===== config.mk =====
export PLATFORM = sky130hd
export DESIGN_NAME = lfu_cell
export DESIGN_NICKNAME = d
export VERILOG_FILES = /design/src/rtl/lfu_pkg.sv /design/src/rtl/lfu_cell.sv
export SDC_FILE = /design/constraint.sdc
export NUM_CORES = 1
export LEC_CHECK = 0
export ABC_CLOCK_PERIOD_IN_PS = 6900
export BUFFER_PORTS_ARGS = -buffer_cell sky130_fd_sc_hd__buf_2
export CORE_AREA = 5 5 160 162
export CTS_BUF_LIST = sky130_fd_sc_hd__clkbuf_8
export CTS_CLUSTER_DIAMETER = 150
export DETAILED_ROUTE_END_ITERATION = 8
export DIE_AREA = 0 0 165 167
export HOLD_SLACK_MARGIN = 0.03
export PLACE_DENSITY_LB_ADDON = 0.3
export SYNTH_ARGS = -nofsm -noshare
export SYNTH_HDL_FRONTEND = slang
export SYNTH_SLANG_ARGS = --single-unit

===== constraint.sdc =====
create_clock -name clk -period 6.9 [get_ports clk]
set_clock_uncertainty 0.1 [all_clocks]
set_input_delay 1.035 -clock clk [delete_from_list [all_inputs] [get_ports clk]]
set_output_delay 1.035 -clock clk [all_outputs]
set_load 0.005 [all_outputs]

===== src/rtl/lfu_pkg.sv =====
// Package with the transaction, scan and update types of the LFU cache table.
package lfu_pkg;
  localparam int KEY_BITS   = 32;
  localparam int VALUE_BITS = 32;
  localparam int COUNT_BITS = 32;
  localparam int IDX_W      = 8;
  localparam int RANK_W     = 9;
  localparam logic       CMD_GET   = 1'b0;
  localparam logic       CMD_PUT   = 1'b1;
  localparam logic [4:0] CAP_RESET = 5'd16;

  typedef struct packed {
    logic                         cmd;
    logic signed [KEY_BITS-1:0]   lookup_key;
    logic signed [VALUE_BITS-1:0] write_value;
  } in_item_t;

  typedef struct packed {
    logic                         hit;
    logic signed [VALUE_BITS-1:0] read_value;
    logic                         evicted;
    logic signed [KEY_BITS-1:0]   evicted_key;
  } out_item_t;

  typedef struct packed {
    logic                  found;
    logic [IDX_W-1:0]      found_idx;
    logic [RANK_W-1:0]     found_age;
    logic [VALUE_BITS-1:0] found_value;
    logic [RANK_W-1:0]     count;
    logic                  vic_ok;
    logic [IDX_W-1:0]      vic_idx;
    logic [COUNT_BITS-1:0] vic_cnt;
    logic [RANK_W-1:0]     vic_age;
    logic [KEY_BITS-1:0]   vic_key;
    logic                  free_ok;
    logic [IDX_W-1:0]      free_idx;
  } scan_t;

  typedef struct packed {
    logic                  en;
    logic                  insert;
    logic                  wr_value;
    logic [IDX_W-1:0]      target;
    logic [RANK_W-1:0]     thresh;
    logic [KEY_BITS-1:0]   key;
    logic [VALUE_BITS-1:0] value;
  } upd_t;
endpackage


===== src/rtl/lfu_cell.sv =====
// One cache entry with its stage of the lookup and victim scan chain.
module lfu_cell #(
  parameter int IDX = 0
) (
  input  logic                            clk,
  input  logic                            rst_n,
  input  logic [lfu_pkg::KEY_BITS-1:0]    key_i,
  input  lfu_pkg::scan_t                  scan_i,
  output lfu_pkg::scan_t                  scan_o,
  input  lfu_pkg::upd_t                   upd_i
);
  logic                             valid_r;
  logic [lfu_pkg::KEY_BITS-1:0]     key_r;
  logic [lfu_pkg::VALUE_BITS-1:0]   value_r;
  logic [lfu_pkg::COUNT_BITS-1:0]   cnt_r;
  logic [lfu_pkg::RANK_W-1:0]       age_r;
  lfu_pkg::scan_t                   scan_r, scan_nxt;
  logic                             me;
  localparam logic [lfu_pkg::IDX_W-1:0] MY_IDX = lfu_pkg::IDX_W'(IDX);

  assign me = upd_i.en && (upd_i.target == MY_IDX);

  always_comb begin
    scan_nxt = scan_i;
    if (valid_r) begin
      scan_nxt.count = scan_i.count + 1'b1;
      if (!scan_i.found && key_r == key_i) begin
        scan_nxt.found       = 1'b1;
        scan_nxt.found_idx   = MY_IDX;
        scan_nxt.found_age   = age_r;
        scan_nxt.found_value = value_r;
      end
      if (!scan_i.vic_ok || cnt_r < scan_i.vic_cnt ||
          (cnt_r == scan_i.vic_cnt && age_r > scan_i.vic_age)) begin
        scan_nxt.vic_ok  = 1'b1;
        scan_nxt.vic_idx = MY_IDX;
        scan_nxt.vic_cnt = cnt_r;
        scan_nxt.vic_age = age_r;
        scan_nxt.vic_key = key_r;
      end
    end else if (!scan_i.free_ok) begin
      scan_nxt.free_ok  = 1'b1;
      scan_nxt.free_idx = MY_IDX;
    end
  end

  always_ff @(posedge clk) begin
    scan_r <= scan_nxt;
    if (me) begin
      key_r   <= upd_i.insert ? upd_i.key : key_r;
      value_r <= (upd_i.insert || upd_i.wr_value) ? upd_i.value : value_r;
      age_r   <= '0;
      if (upd_i.insert) begin
        cnt_r <= lfu_pkg::COUNT_BITS'(1);
      end else if (cnt_r != '1) begin
        cnt_r <= cnt_r + 1'b1;
      end
    end else if (upd_i.en && valid_r && age_r < upd_i.thresh) begin
      age_r <= age_r + 1'b1;
    end
  end

  always_ff @(posedge clk) begin
    if (!rst_n) begin
      valid_r <= 1'b0;
    end else if (me && upd_i.insert) begin
      valid_r <= 1'b1;
    end
  end

  assign scan_o = scan_r;
endmodule


# Word-level counts from Yosys, hierarchy flattened
# Cells that the tools add are included.
# word_totals
ff_bits	256
# classes
n_mux	6
eq_ne	3
reduce_logical	16
addsub	3
magnitude_cmp	3
# op_table
op	count
141-bit 2-to-1 mux	1
82-bit 2-to-1 mux	1
32-bit equality test	2
50-bit 2-to-1 mux	1
32-bit by 1-bit adder with 32-bit output (second input constant)	1
32-bit less-than comparator	1
32-bit 2-to-1 mux	1
32-bit != test (second input constant)	1
9-bit by 1-bit adder with 9-bit output (second input constant)	2
9-bit greater-than comparator	1
9-bit less-than comparator	1
9-bit 2-to-1 mux	1
8-bit logical NOT	1
8-bit 2-to-1 mux	1
1-bit logical AND	6
2-bit AND reduction	3
1-bit logical OR	3
1-bit logical NOT	2
2-bit nonzero test	1

# Depth between registers and ports, before layout
# Gate-level depths: netlist of run 1.
# logic_depth
depth_word	5
depth_mapped	10

# Least setup slack after synthesis of run 1
# OpenSTA, ideal clock, no wires.
# synth_path
path_type	input port to flip-flop
from	input port scan_i[60] (netlist name)
to	register scan_r, in the netlist scan_o[73]
path_buffers	1
slack_ps	3509
t_arrival_ps	3170
t_required_ps	6679
setup_time_ps	121
path_stages	9
cell_sequence	inv_1 ha_1 nand4_1 or4_1 o221ai_1 a21oi_1 nor3_4 buf_6 mux2_2
# synth_lines
element	line	text
start: declaration	lfu_cell.sv:8	input lfu_pkg::scan_t scan_i,
end signal: assignment	lfu_cell.sv:48	scan_r <= scan_nxt;
end: declaration	lfu_cell.sv:17	lfu_pkg::scan_t scan_r, scan_nxt;

==> flow_results.org, run 1 <==
** Floorplan
- The die covers 27,600 sq um.
- Y dimension of the die :: 167 um
- After floorplanning, the core was sized to cover 24,000 sq um.
- Number of I/O pins :: 418
- For this configuration, the core starts out at a cell density of 43.4%.
- In this run the horizontal extent of the chip is 165 um.
- Number of cell rows :: 57

** Clock network
- The number of setup buffers added after CTS is 0.
- The cell sitting at the root of the clock tree is a sky130_fd_sc_hd__clkbuf_8.
- Post-CTS repair changed the size of 0 cells.
- Total CTS buffers :: 44
- Number of buffers between clock root and the deepest sink :: 3
- Cts hold-fix bufs :: 0
- Total clock sinks :: 256
- For the worst-skew pair, the clock arrives at the later sink with an insertion delay of 0.54 ns.
- CTS tree :: built
- H-tree levels :: 2
- Clock transition at the register clock pins on the worst setup and hold paths after CTS :: 0.06 ns

** Outcome
- The run finished with clean final reports.

** Timing
- Unrepaired setup endpoints after global routing :: no
- For the pin with the worst max-slew slack, the measured transition is 0.994 ns.
- Slew Limit Fails :: 0
- Setup violations remaining at the end of the flow were counted as 0.
- Static timing analysis puts the maximum clock frequency at 294 MHz.
- Dividing the final minimum period by the clock period gives 49.4%.
- Setup ws final :: 3.49 ns
- Summed over all failing endpoints, the final setup total negative slack is 0 ns.
- On the final layout, the worst hold slack is 0.370 ns.
- Shortest clock period the worst path allows after layout :: 3.41 ns
- Worst slew margin relative to its limit :: 33.7%
- Hold violation count in the final report :: 0

** Placement
- Post-DP Area :: 12,800 sq um
- The congestion estimate from routability-driven global placement came to 0.858.
- HPWL reported at the end of detailed placement :: 23.3 mm
- Number of buffer cells added on primary ports :: 417
- OpenSTA, run right after detailed placement, puts the worst setup slack at 3.00 ns.

** Hold path
- Worst min-delay path class :: flop to flop
- Min-Delay Startpoint :: value_r[13]$_DFFE_PP_
- The worst hold path terminates at scan_o[113]$_DFF_P_.
- Along the worst hold path, the cell count comes to 1.

** Logic synthesis
- In this run the biggest area consumer among cell types represents 30.8% of the synthesized area.
- In the synthesized netlist the dominant register cell turns out to be sky130_fd_sc_hd__dfxtp_1.
- Nets in the synthesized netlist :: 1,137
- During synthesis, Yosys emitted a total of 0 warnings.
- After synthesis the cells add up to 10,400 sq um.
- Ranked by total cell area, the synthesized netlist is headed by sky130_fd_sc_hd__dfxtp_1 (31%), sky130_fd_sc_hd__edfxtp_1 (28%), sky130_fd_sc_hd__mux2_2 (10%).
- Mean instance size in the synthesized netlist :: 12.7 sq um
- Number of register bits inferred by synthesis :: 256
- Counting flops with an async set or reset pin after synthesis yields a share of 0%.
- Yosys mapped a number of flops with a built-in enable equal to 96.
- In the synthesized netlist, the number of instances is 817.
- Dominant cell type by area after synthesis :: sky130_fd_sc_hd__dfxtp_1
- Post-synthesis cell type count :: 51
- Sequential area share after synthesis :: 58.5%

** Route
- Ratio of routed vias to standard cells :: 4.76
- Remaining antenna violation count :: 0
- For this block, the initial DRC count from the detailed router was 317.
- The final route contains 7,776 vias.
- After detailed routing, the average wire length per cell comes to 18.3 um.
- Number of remaining DRC errors :: 0
- Detailed Route WL :: 29.9 mm
- First-pass detailed-route iteration total :: 4

** Worst setup path
- Data on the critical path arrives at its endpoint at 3.72 ns.
- Across all register-to-register paths, the minimum setup slack is 3.58 ns.
- Kind of critical path :: input pin to flop
- The largest single stage delay on the critical path is 0.57 ns.
- Together, buffers and inverters on the worst path number 3.
- In this run the critical register-to-register path is launched from cnt_r[29]$_SDFFCE_PP0P_.
- Traced cell by cell, the critical path runs through buf_2 -> inv_1 -> ha_1 -> nand4_1 -> or2_2 -> nor3_1 -> a21oi_1 -> nor3_4 -> buf_4 -> mux2_2.
- Critical-path top delay cell :: sky130_fd_sc_hd__buf_4
- Crit Path Max Fanout :: 54
- CP Launch Type :: input pin
- Cell class contributing the biggest share of worst-path delay :: simple AND/OR/NAND/NOR gates
- R2R depth :: 8
- Endpoint kind of the worst setup timing path :: flop
- Worst path required time :: 7.21 ns
- Endpoint of the lowest-slack register-to-register path :: scan_o[38]$_DFF_P_

** Global route
- The via count of the first global-routing pass was 7,888.
- Entering global routing, the biggest net connects 55 pins.
- Leftover overflow at the end of global routing :: 0
- Global routing used 20.6% of the available tracks across all layers.
- The initial antenna violation count was 8.
- First-pass GRT wire length :: 44.1 mm

** Finish
- The post-route netlist has 45.0% of its cells at a drive strength greater than 1.
- Total number of nets in the final design :: 1,585
- The finished cells cover 13,700 sq um.
- Layout-stage area growth over the synthesis result :: 31.5%

** Pwr
- The design draws 0.00315 W.
- Power per Cell Area :: 230 nW/um^2
- Across the VDD grid, the largest voltage drop is 125 uV.
- For this design the static power due to leakage is 6.27 nW.

** Run
- Max-cap violations in this run came to 0.
-- cell type report --
cell class                 count  area (sq um)
inverter                      57           214
multi-input combinational    482          3970
clock inverter                29           129
tap                          324           405
sequential                   256          6090
antenna                        8          20.0
clock buffer                  52           716
timing repair buffer         424          2140
fill                        2145         10300
-- registers in the layout, indices dropped and copies added, names as in the netlist --
signal   cells
value_r     32
age_r        9
scan_o     150
valid_r      1
cnt_r       32
key_r       32
-- worst max path at each step --
| stage | from | end | slack (ns) | depth (start not counted) |
|---|---|---|---|---|
| after global placement | scan_i[80] | scan_o[34]$_DFF_P_ | 3.04 | 10 |
| after detailed placement | scan_i[60] | scan_o[36]$_DFF_P_ | 3.00 | 10 |
| final | scan_i[80] | scan_o[38]$_DFF_P_ | 3.49 | 10 |
| after CTS | scan_i[60] | scan_o[36]$_DFF_P_ | 3.57 | 10 |
| after global routing | scan_i[79] | scan_o[29]$_DFF_P_ | 3.33 | 10 |
| after floorplan | scan_i[60] | scan_o[73]$_DFF_P_ | 3.51 | 9 |
-- placed cells by master, fill, tap and decap left out, types with 12 or more instances in the layout --
master                     instances
sky130_fd_sc_hd__buf_2           417
sky130_fd_sc_hd__dfxtp_1         160
sky130_fd_sc_hd__edfxtp_1         96
sky130_fd_sc_hd__mux2_2           95
sky130_fd_sc_hd__inv_1            80
sky130_fd_sc_hd__ha_1             52
sky130_fd_sc_hd__clkbuf_8         52
sky130_fd_sc_hd__nor2_1           44
sky130_fd_sc_hd__xnor2_1          39
sky130_fd_sc_hd__xor2_1           30
sky130_fd_sc_hd__nand4_1          25
sky130_fd_sc_hd__nand2_1          23
sky130_fd_sc_hd__nand3_1          22
sky130_fd_sc_hd__nor2b_1          19
sky130_fd_sc_hd__a21oi_1          18
sky130_fd_sc_hd__mux2_1           17
sky130_fd_sc_hd__and3_1           12
-- worst reg2reg max path, delay by kind of cell, from the launching register on --
kind	cells	cell delay [ns]
and+or+nand+nor	4	1.05
buffers and inverters	1	0.57
DFF	1	0.49
muxes	1	0.46
adders and majority gates	1	0.35
AOI/OAI and AO/OA	1	0.17
-- metrics by stage --
stage,utilization (%),std cells
after floorplan,-,817
after global placement,53.5,1543
after detailed placement,53.5,1543
after CTS,57.0,1624
after global routing,57.1,1632
final,57.1,1632
-- layer usage --
layer / track usage, % / wire [um] / up-vias
li1: - / - / 3812
met1: 23.8 / 11500 / 3614
met2: 36.2 / 15300 / 295
met3: 5.49 / 2290 / 55
met4: 7.56 / 734 / 0
met5: 0 / 0 / -
-- cells by family after synthesis --
kind of cell	synth area share, %
AO/OA/AOI/OAI	3.61
XOR/XNOR	5.81
adder cells (fa/ha/maj)	6.26
flip-flops	58.5
buffers and inverters	3.40
AND/OR/NAND/NOR	9.89
multiplexers	12.5
-- Yosys cell counts (2+ instances only) --
| cell | number |
|---|---|
| sky130_fd_sc_hd__a211o_1 | 3 |
| sky130_fd_sc_hd__buf_2 | 4 |
| sky130_fd_sc_hd__and3_1 | 12 |
| sky130_fd_sc_hd__nor2b_1 | 19 |
| sky130_fd_sc_hd__or2_2 | 2 |
| sky130_fd_sc_hd__a221oi_1 | 2 |
| sky130_fd_sc_hd__mux2i_1 | 4 |
| sky130_fd_sc_hd__o21a_1 | 3 |
| sky130_fd_sc_hd__nand4b_1 | 2 |
| sky130_fd_sc_hd__ha_1 | 52 |
| sky130_fd_sc_hd__a311oi_1 | 2 |
| sky130_fd_sc_hd__clkbuf_1 | 10 |
| sky130_fd_sc_hd__xnor2_1 | 39 |
| sky130_fd_sc_hd__buf_6 | 7 |
| sky130_fd_sc_hd__o21ai_0 | 5 |
| sky130_fd_sc_hd__a21o_1 | 6 |
| sky130_fd_sc_hd__nor3_1 | 7 |
| sky130_fd_sc_hd__o221ai_1 | 2 |
| sky130_fd_sc_hd__xor2_1 | 30 |
| sky130_fd_sc_hd__nor2_1 | 45 |
| sky130_fd_sc_hd__mux2_2 | 95 |
| sky130_fd_sc_hd__nand4_1 | 25 |
| sky130_fd_sc_hd__a211oi_1 | 3 |
| sky130_fd_sc_hd__a21oi_1 | 18 |
| sky130_fd_sc_hd__nand3_1 | 22 |
| sky130_fd_sc_hd__nor4_1 | 3 |
| sky130_fd_sc_hd__or4_1 | 2 |
| sky130_fd_sc_hd__edfxtp_1 | 96 |
| sky130_fd_sc_hd__and4_1 | 6 |
| sky130_fd_sc_hd__mux2_1 | 17 |
| sky130_fd_sc_hd__inv_1 | 57 |
| sky130_fd_sc_hd__and2_1 | 12 |
| sky130_fd_sc_hd__dfxtp_1 | 160 |
| sky130_fd_sc_hd__nand2_1 | 23 |
| sky130_fd_sc_hd__nand2b_1 | 5 |
| sky130_fd_sc_hd__a41o_1 | 2 |
-- power by group --
part / leakage (nW) / total (W) / switching (W) / internal (W)
registers: 2.21 / 0.00163 / 0.0000151 / 0.00161
clock network: 0.519 / 0.00128 / 0.000595 / 0.000688
logic: 3.54 / 0.000238 / 0.000100 / 0.000138
Note: power is estimated with default switching activity, not from simulation.
==> run 2, diff against run 1 <==
- ABC_CLOCK_PERIOD_IN_PS: 6900 -> 3100
- CORE_AREA: 5 5 160 162 -> default
- CORE_MARGIN: default -> 5
- CORE_UTILIZATION: default -> 45
- DIE_AREA: 0 0 165 167 -> default
- clock period: 6.9 -> 3.1 ns (I/O delays scaled with it)
==> flow_results.org, run 2 (same netlist as run 1, synthesis figures left out) <==
** Outcome
- Outcome :: complete, no violations (unchanged)

** Pwr
- The leakage power is 7.03 nW (was 6.27 nW).
- The net switching share of the total power was 22.6% (about the same).
- The clock share of power is 42.1% (was 40.7%).
- Peak supply drop :: 372 uV (was 125 uV)
- The internal power consumption is 0.00577 W (was 0.00244 W).
- The combinational fraction of design power was 9.3% (was 7.6%).
- The ratio of total power to cell area came to 487 nW/um^2 (was 230 nW/um^2).
- The share of power burned in registers was 48.6% (was 51.7%).
- Net switching power :: 0.00169 W (was 0.000710 W)

** Route
- The average routed wire per standard cell was 19.2 um (was 18.3 um).
- The detailed-routing wirelength on met1 was 12.6 mm (was 11.5 mm).
- The starting DRC count in detailed routing is 507 (was 317).
- The number of nets with antenna violations after routing was 0 (unchanged).
- The via count is 8,696 (was 7,776).
- The count of unresolved DRC violations after routing came to 0 (unchanged).
- The wire length on met2 was 17.3 mm (was 15.3 mm).
- Wire length on met3 :: 2.46 mm (was 2.29 mm)
- The final wirelength came to 33.8 mm (was 29.9 mm).
- Ratio of routed vias to standard cells :: 4.94 (was 4.76)
- First-pass detailed-route iteration total :: 4 (unchanged)
- Uppermost layer routed :: met4 (unchanged)

** Floorplan
- Area of the core :: 22,700 sq um (was 24,000 sq um)
- Number of cell rows :: 55 (was 57)
- Initial standard-cell utilization of the core :: 45.8% (was 43.4%)
- The I/O pin count came to 418 (unchanged).
- Y dimension of the die :: 162 um (was 167 um)
- Die width :: 162 um (was 165 um)
- Total die area :: 26,300 sq um (was 27,600 sq um)

** Global route
- Via count of the first global-routing pass :: 9,118 (was 7,888)
- The maximum number of pins on one net before global-route repair is 55 (unchanged).
- The initial antenna violation count was 6 (was 8).
- Global-route total usage across every layer :: 24.3% (was 20.6%)
- The wire length of the first global-routing pass was 50.0 mm (was 44.1 mm).
- Leftover overflow at the end of global routing :: 0 (unchanged)

** Run
- Count of max-cap constraint violations :: 0 (unchanged)

** Clock network
- Number of buffers between clock root and the deepest sink :: 3 (unchanged)
- The number of clock sinks came to 256 (unchanged).
- The cell at the root of the clock tree was sky130_fd_sc_hd__clkbuf_8 (unchanged).
- The clock transition time at the flip-flop clock pins of the worst setup and hold paths is 0.07 ns (was 0.06 ns).
- CTS tree :: built (unchanged)
- The number of buffers added by the clock tree synthesis step was 44 (unchanged).
- H-tree levels :: 2 (unchanged)
- Worst skew pair latency :: 0.53 ns (was 0.54 ns)

** Timing
- Setup TNS :: 0 ns (unchanged)
- The count of endpoints failing hold in the final timing report was 0 (unchanged).
- Endpoints failing setup :: 0 (unchanged)
- The normalized max-slew margin was 61.0% (was 33.7%).
- Top achievable clock speed :: 330 MHz
- Shortest clock period the worst path allows after layout :: 3.03 ns
- The worst-margin pin slew is 0.582 ns (was 0.994 ns).
- Tcrit/Tclk final :: 97.8%
- The number of slew-limit violations in the final report was 0 (unchanged).

** Worst setup path
- The kind of end point of the critical path is a flop (unchanged).
- The launching instance or port of the critical path was cnt_r[30]$_SDFFCE_PP0P_ (was scan_i[80]).
- Source of the worst register-to-register timing path :: cnt_r[30]$_SDFFCE_PP0P_ (was cnt_r[29]$_SDFFCE_PP0P_)
- The data arrival at the endpoint of the critical path came to 3.34 ns (was 3.72 ns).
- The endpoint required time on the critical path came to 3.41 ns (was 7.21 ns).
- Kind of critical path :: flop to flop (was input pin to flop)
- The worst-case reg-to-reg path depth is 10 (was 8).
- CP Launch Type :: flop (was input pin)
- The maximum fanout along the worst path was 27 (was 54).

** Finish
- The final layout net count was 1,754 (was 1,585).
- The post-layout utilization of the core came to 67.5% (was 57.1%).
- Ratio of cells with drive above 1 in the final layout :: 43.4% (was 45.0%)
- The relative area change from synthesis to final layout was 47.4% (was 31.5%).
- Top library cells by usage in the layout, fill and taps aside: sky130_fd_sc_hd__buf_2 (417), sky130_fd_sc_hd__dfxtp_1 (160), sky130_fd_sc_hd__dlygate4sd3_1 (123) (was sky130_fd_sc_hd__buf_2 (417), sky130_fd_sc_hd__dfxtp_1 (160), sky130_fd_sc_hd__edfxtp_1 (96)).
- The register cell area after layout was 6090 sq um (unchanged).
- The multi-input gate area in the final layout is 3970 sq um (about the same).
- Number of inserted filler cells in the final layout :: 1,674 (was 2,145)
- The number of flip-flops under the largest register name came to 150 (unchanged).
- The most common cell after layout, fill and taps aside is sky130_fd_sc_hd__buf_2 (unchanged).
- Post-layout instance area :: 15,300 sq um (was 13,700 sq um)

** Placement
- The half-perimeter wire length of the detailed placement result was 23.9 mm (was 23.3 mm).
- Number of buffer cells added on primary ports :: 417 (unchanged)
- The total cell area at the placement stage was 13,100 sq um (was 12,800 sq um).
- The final estimated routing congestion in global placement was 0.882 (was 0.858).

** Hold path
- Worst min-delay path class :: input pin to flop (was flop to flop)
- The number of cells traversed by the worst hold path was 2 (was 1).
- The launch point of the worst hold path is scan_i[114] (was value_r[13]$_DFFE_PP_).
## run 2: layout make-up
class	instances	area share (%)
antenna	7	0.114
clock buffer	58	5.21
clock inverter	24	0.882
inverter	57	1.40
multi-input combinational	482	25.9
sequential	256	39.7
tap	285	2.33
timing repair buffer	593	24.5
## run 2: power groups by stage
stage,logic (W),registers [W],clock network (W)
finish,0.000697,0.00362,0.00314
global route,0.000758,0.00363,0.00339
CTS,0.000680,0.00362,0.00321
detailed placement,0.000549,0.00369,0
global placement,0.000536,0.00369,0
floorplan,0.000186,0.00371,0
## run 2: per-stage QoR
stage | setup slack, ns | cells | hold slack (ns) | power [W]
2_1_floorplan | 0.279 | 817 | 0.348 | 0.00389
3_3_place_gp | 0.0334 | 1547 | 0.349 | 0.00423
3_5_place_dp | -0.0217 | 1547 | 0.359 | 0.00424
4_1_cts | 0.124 | 1748 | 0.0301 | 0.00751
5_1_grt | -0.0427 | 1761 | 0.0309 | 0.00777
6_report | 0.0678 | 1762 | 0.0621 | 0.00746
## run 2: final timing paths
kind | end | slack (ns)
setup / recovery | scan_o[17]$_DFF_P_ | 0.07
hold / removal | scan_o[114]$_DFF_P_ | 0.06
setup reg to reg | scan_o[17]$_DFF_P_ | 0.07
hold reg to reg | scan_o[114]$_DFF_P_ | 0.37
## run 2: layer usage
metal	track usage, %	up-vias
met3	7.13	104
met4	12.3	0
met5	0	-
li1	-	4139
met1	27.0	4092
met2	42.5	361
## run 2: what timing repair did
item | CTS | global route
gates resized for setup | 0 | 2
buffers inserted | 0 | 2
endpoints found under the hold margin | 119 | 4
hold buffers | 119 | 4
setup endpoints to repair | 0 | 20
## run 2: worst max-delay path, stage by stage, from the launching register on
cell and delay [ns]:
sky130_fd_sc_hd__edfxtp_1 0.42, sky130_fd_sc_hd__ha_1 0.33, sky130_fd_sc_hd__a21oi_1 0.15, sky130_fd_sc_hd__nand2_1 0.06, sky130_fd_sc_hd__a211o_1 0.29, sky130_fd_sc_hd__or4_1 0.50
sky130_fd_sc_hd__a21oi_1 0.26, sky130_fd_sc_hd__nor3_4 0.06, sky130_fd_sc_hd__buf_4 0.16, sky130_fd_sc_hd__clkbuf_16 0.20, sky130_fd_sc_hd__mux2_1 0.35
==> run 3, diff against run 2 <==
--- a/config.mk
+++ b/config.mk
@@ -8,4 +8,5 @@
 export ABC_CLOCK_PERIOD_IN_PS = 3100
 export BUFFER_PORTS_ARGS = -buffer_cell sky130_fd_sc_hd__buf_2
+export CAP_MARGIN = 10
 export CORE_MARGIN = 5
 export CORE_UTILIZATION = 45
@@ -14,5 +15,5 @@
 export DETAILED_ROUTE_END_ITERATION = 8
 export HOLD_SLACK_MARGIN = 0.03
-export PLACE_DENSITY_LB_ADDON = 0.3
+export PLACE_DENSITY = 0.78
 export SYNTH_ARGS = -nofsm -noshare
 export SYNTH_HDL_FRONTEND = slang
==> constraint.sdc (replaced) <==
create_clock -name clk -period 3.1 [get_ports clk]
set_clock_uncertainty 0.1 [all_clocks]
set_input_delay 0 -clock clk [delete_from_list [all_inputs] [get_ports clk]]
set_output_delay 0 -clock clk [all_outputs]
set_load 0.005 [all_outputs]
==> flow_results.org, run 3 (same netlist as run 1, synthesis figures left out) <==
** Outcome
- Outcome :: complete, no violations (unchanged)

** Timing
- The normalized max-slew margin was 44.3% (was 61.0%).
- Setup TNS :: 0 ns (unchanged)
- Slew Limit Fails :: 0 (unchanged)
- Endpoints failing setup :: 0 (unchanged)
- Shortest clock period the worst path allows after layout :: 3.02 ns (was 3.03 ns)
- The count of endpoints failing hold in the final timing report was 0 (unchanged).
- Unrepaired setup endpoints after global routing :: yes
- Top achievable clock speed :: 331 MHz (was 330 MHz)
- Worst slew pin tran :: 0.835 ns (was 0.582 ns)
- The final cycle utilization of the critical path came to 97.4% (was 97.8%).
- Smallest hold slack :: 0.0763 ns (was 0.0621 ns)

** Route
- The starting DRC count in detailed routing is 661 (was 507).
- The number of nets with antenna violations after routing is 0 (unchanged).
- The average routed wire per standard cell came to 21.3 um (was 19.2 um).
- The count of unresolved DRC violations after routing came to 0 (unchanged).
- The via count came to 9,482 (was 8,696).
- Detailed Route WL :: 39.3 mm (was 33.8 mm)
- Ratio of routed vias to standard cells :: 5.13 (was 4.94)
- The number of search-and-repair iterations in the first detailed-routing pass is 5 (was 4).

** Worst setup path
- Worst path required time :: 3.40 ns (was 3.41 ns)
- Worst stage delay on the critical path :: 0.51 ns (was 0.50 ns)
- The kind of start point of the critical path is a flop (unchanged).
- The highest-delay cell along the critical path is sky130_fd_sc_hd__or4_1 (unchanged).
- Critical Path, Cell by Cell :: ha_1 -> nand4_1 -> or4_1 -> o221ai_1 -> a21oi_1 -> nor3_4 -> clkbuf_16 -> mux2_2 (was ha_1 -> a21oi_1 -> nand2_1 -> a211o_1 -> or4_1 -> a21oi_1 -> nor3_4 -> buf_4 -> clkbuf_16 -> mux2_1)
- The worst setup path category was flop to flop (unchanged).
- The maximum fanout along the worst path was 27 (unchanged).
- The cell type group with the largest total delay on the critical path was simple AND/OR/NAND/NOR gates (was compound AO/OA/AOI/OAI gates).
- The number of buffer and inverter instances along the worst setup path came to 1 (was 2).
- The data arrival at the endpoint of the critical path came to 3.32 ns (was 3.34 ns).
- The kind of end point of the critical path is a flop (unchanged).

** Pwr
- The ratio of total power to cell area is 454 nW/um^2 (was 487 nW/um^2).
- Peak supply drop :: 372 uV (about the same)
- Sum of internal, switching and leakage power :: 0.00735 W (was 0.00746 W)
- The leakage power is 7.37 nW (was 7.03 nW).

** Clock network
- H-tree levels :: 2 (unchanged)
- Clock transition at the register clock pins on the worst setup and hold paths after CTS :: 0.06 ns (was 0.07 ns)
- The source-to-sink clock delay at the later pin of the worst-skew pair was 0.54 ns (was 0.53 ns).
- The number of post-CTS setup repair buffers was 0 (unchanged).
- The cell at the root of the clock tree is sky130_fd_sc_hd__clkbuf_8 (unchanged).
- The number of buffers added by the clock tree synthesis step came to 43 (was 44).
- Total clock sinks :: 256 (unchanged)
- Number of buffers between clock root and the deepest sink :: 3 (unchanged)
- The clock tree from TritonCTS is built (unchanged).

** Finish
- Top library cells by usage in the layout, fill and taps aside :: sky130_fd_sc_hd__buf_2 (417), sky130_fd_sc_hd__dlygate4sd3_1 (234), sky130_fd_sc_hd__dfxtp_1 (160) (was sky130_fd_sc_hd__buf_2 (417), sky130_fd_sc_hd__dfxtp_1 (160), sky130_fd_sc_hd__dlygate4sd3_1 (123))
- Non-filler instance count after layout :: 1,849 (was 1,762)
- Total number of nets in the final design :: 1,845 (was 1,754)
- Ratio of cells with drive above 1 in the final layout :: 39.2% (was 43.4%)
- Largest register FFs :: 150 (unchanged)
- The relative area change from synthesis to final layout came to 55.6% (was 47.4%).
- The most common cell after layout, fill and taps aside is sky130_fd_sc_hd__buf_2 (unchanged).
- The post-layout utilization of the core was 71.3% (was 67.5%).

** Global route
- Pin count of the biggest net entering global routing :: 55 (unchanged)
- Leftover overflow at the end of global routing :: 0 (unchanged)
- The initial antenna violation count is 5 (was 6).
- The via count of the first global-routing pass was 10,358 (was 9,118).
- The wire length of the first global-routing pass is 58.0 mm (was 50.0 mm).
- Global-route total usage across every layer :: 28.5% (was 24.3%)

** Hold path
- The path class of the lowest-slack min-delay path was input pin to flop (unchanged).

** Placement
- Routability Congestion :: 0.889 (was 0.882)
- The number of placed instances, taps included came to 1,530 (was 1,547).
- The half-perimeter wire length of the detailed placement result came to 24.0 mm (was 23.9 mm).
- Number of buffer cells added on primary ports :: 417 (unchanged)

** Floorplan
- Y dimension of the die :: 162 um (unchanged)
- The die outline area was 26,300 sq um (unchanged).
- The standard-cell row count came to 55 (unchanged).
- Die width :: 162 um (unchanged)
- The initial core utilization was 45.8% (unchanged).
- Area of the core :: 22,700 sq um (unchanged)
- The I/O pin count is 418 (unchanged).

** Run
- Count of max-cap constraint violations :: 0 (unchanged)
## run 3: layer usage
layer / vias up / wire [um] / GRT usage (%)
met5: - / 13 / 0
met4: 2 / 2200 / 15.4
met3: 149 / 3100 / 7.74
met2: 483 / 20600 / 51.7
met1: 4526 / 13500 / 29.9
li1: 4322 / - / -
## run 3: stage by stage
step	setup slack, ns	cell area [sq um]
detailed placement	0.151	13000
finish	0.0795	16200
global route	-0.0133	16200
CTS	0.129	16100
floorplan	0.300	10400
global placement	0.216	13000
## run 3: worst reg2reg max path, cell delays in order (launching register included)
cell and delay, ns:
sky130_fd_sc_hd__edfxtp_1 0.41, sky130_fd_sc_hd__ha_1 0.36, sky130_fd_sc_hd__nand4_1 0.12, sky130_fd_sc_hd__or4_1 0.51, sky130_fd_sc_hd__o221ai_1 0.21, sky130_fd_sc_hd__a21oi_1 0.14, sky130_fd_sc_hd__nor3_4 0.32, sky130_fd_sc_hd__clkbuf_16 0.30
sky130_fd_sc_hd__mux2_2 0.42
## run 3: what timing repair did
item,in CTS,in global routing
setup endpoints to repair,0,26
hold buffers,234,0
gates resized for setup,0,2
hold endpoints to repair,237,0
## run 3: path summary, 6_finish.rpt
path / from / endpoint / slack, ns / cells after the start
hold reg to reg: value_r[10]$_DFFE_PP_ / scan_o[110]$_DFF_P_ / 0.37 / 1
setup / recovery: cnt_r[10]$_SDFFCE_PP0P_ / scan_o[31]$_DFF_P_ / 0.08 / 8
setup reg to reg: cnt_r[10]$_SDFFCE_PP0P_ / scan_o[31]$_DFF_P_ / 0.08 / 8
hold / removal: upd_i[39] / key_r[7]$_DFFE_PP_ / 0.08 / 2
## run 3: layout make-up
cell class / count / area, sq um
inverter: 57 / 214
multi-input combinational: 482 / 3970
antenna: 6 / 15.0
clock buffer: 51 / 702
fill: 1471 / 6530
sequential: 256 / 6090
timing repair buffer: 685 / 4720
clock inverter: 27 / 119
tap: 285 / 357
## run 3: power by group
| part | internal, W | switching [W] |
|---|---|---|
| registers | 0.00359 | 0.0000425 |
| clock network | 0.00150 | 0.00139 |
| logic | 0.000506 | 0.000330 |
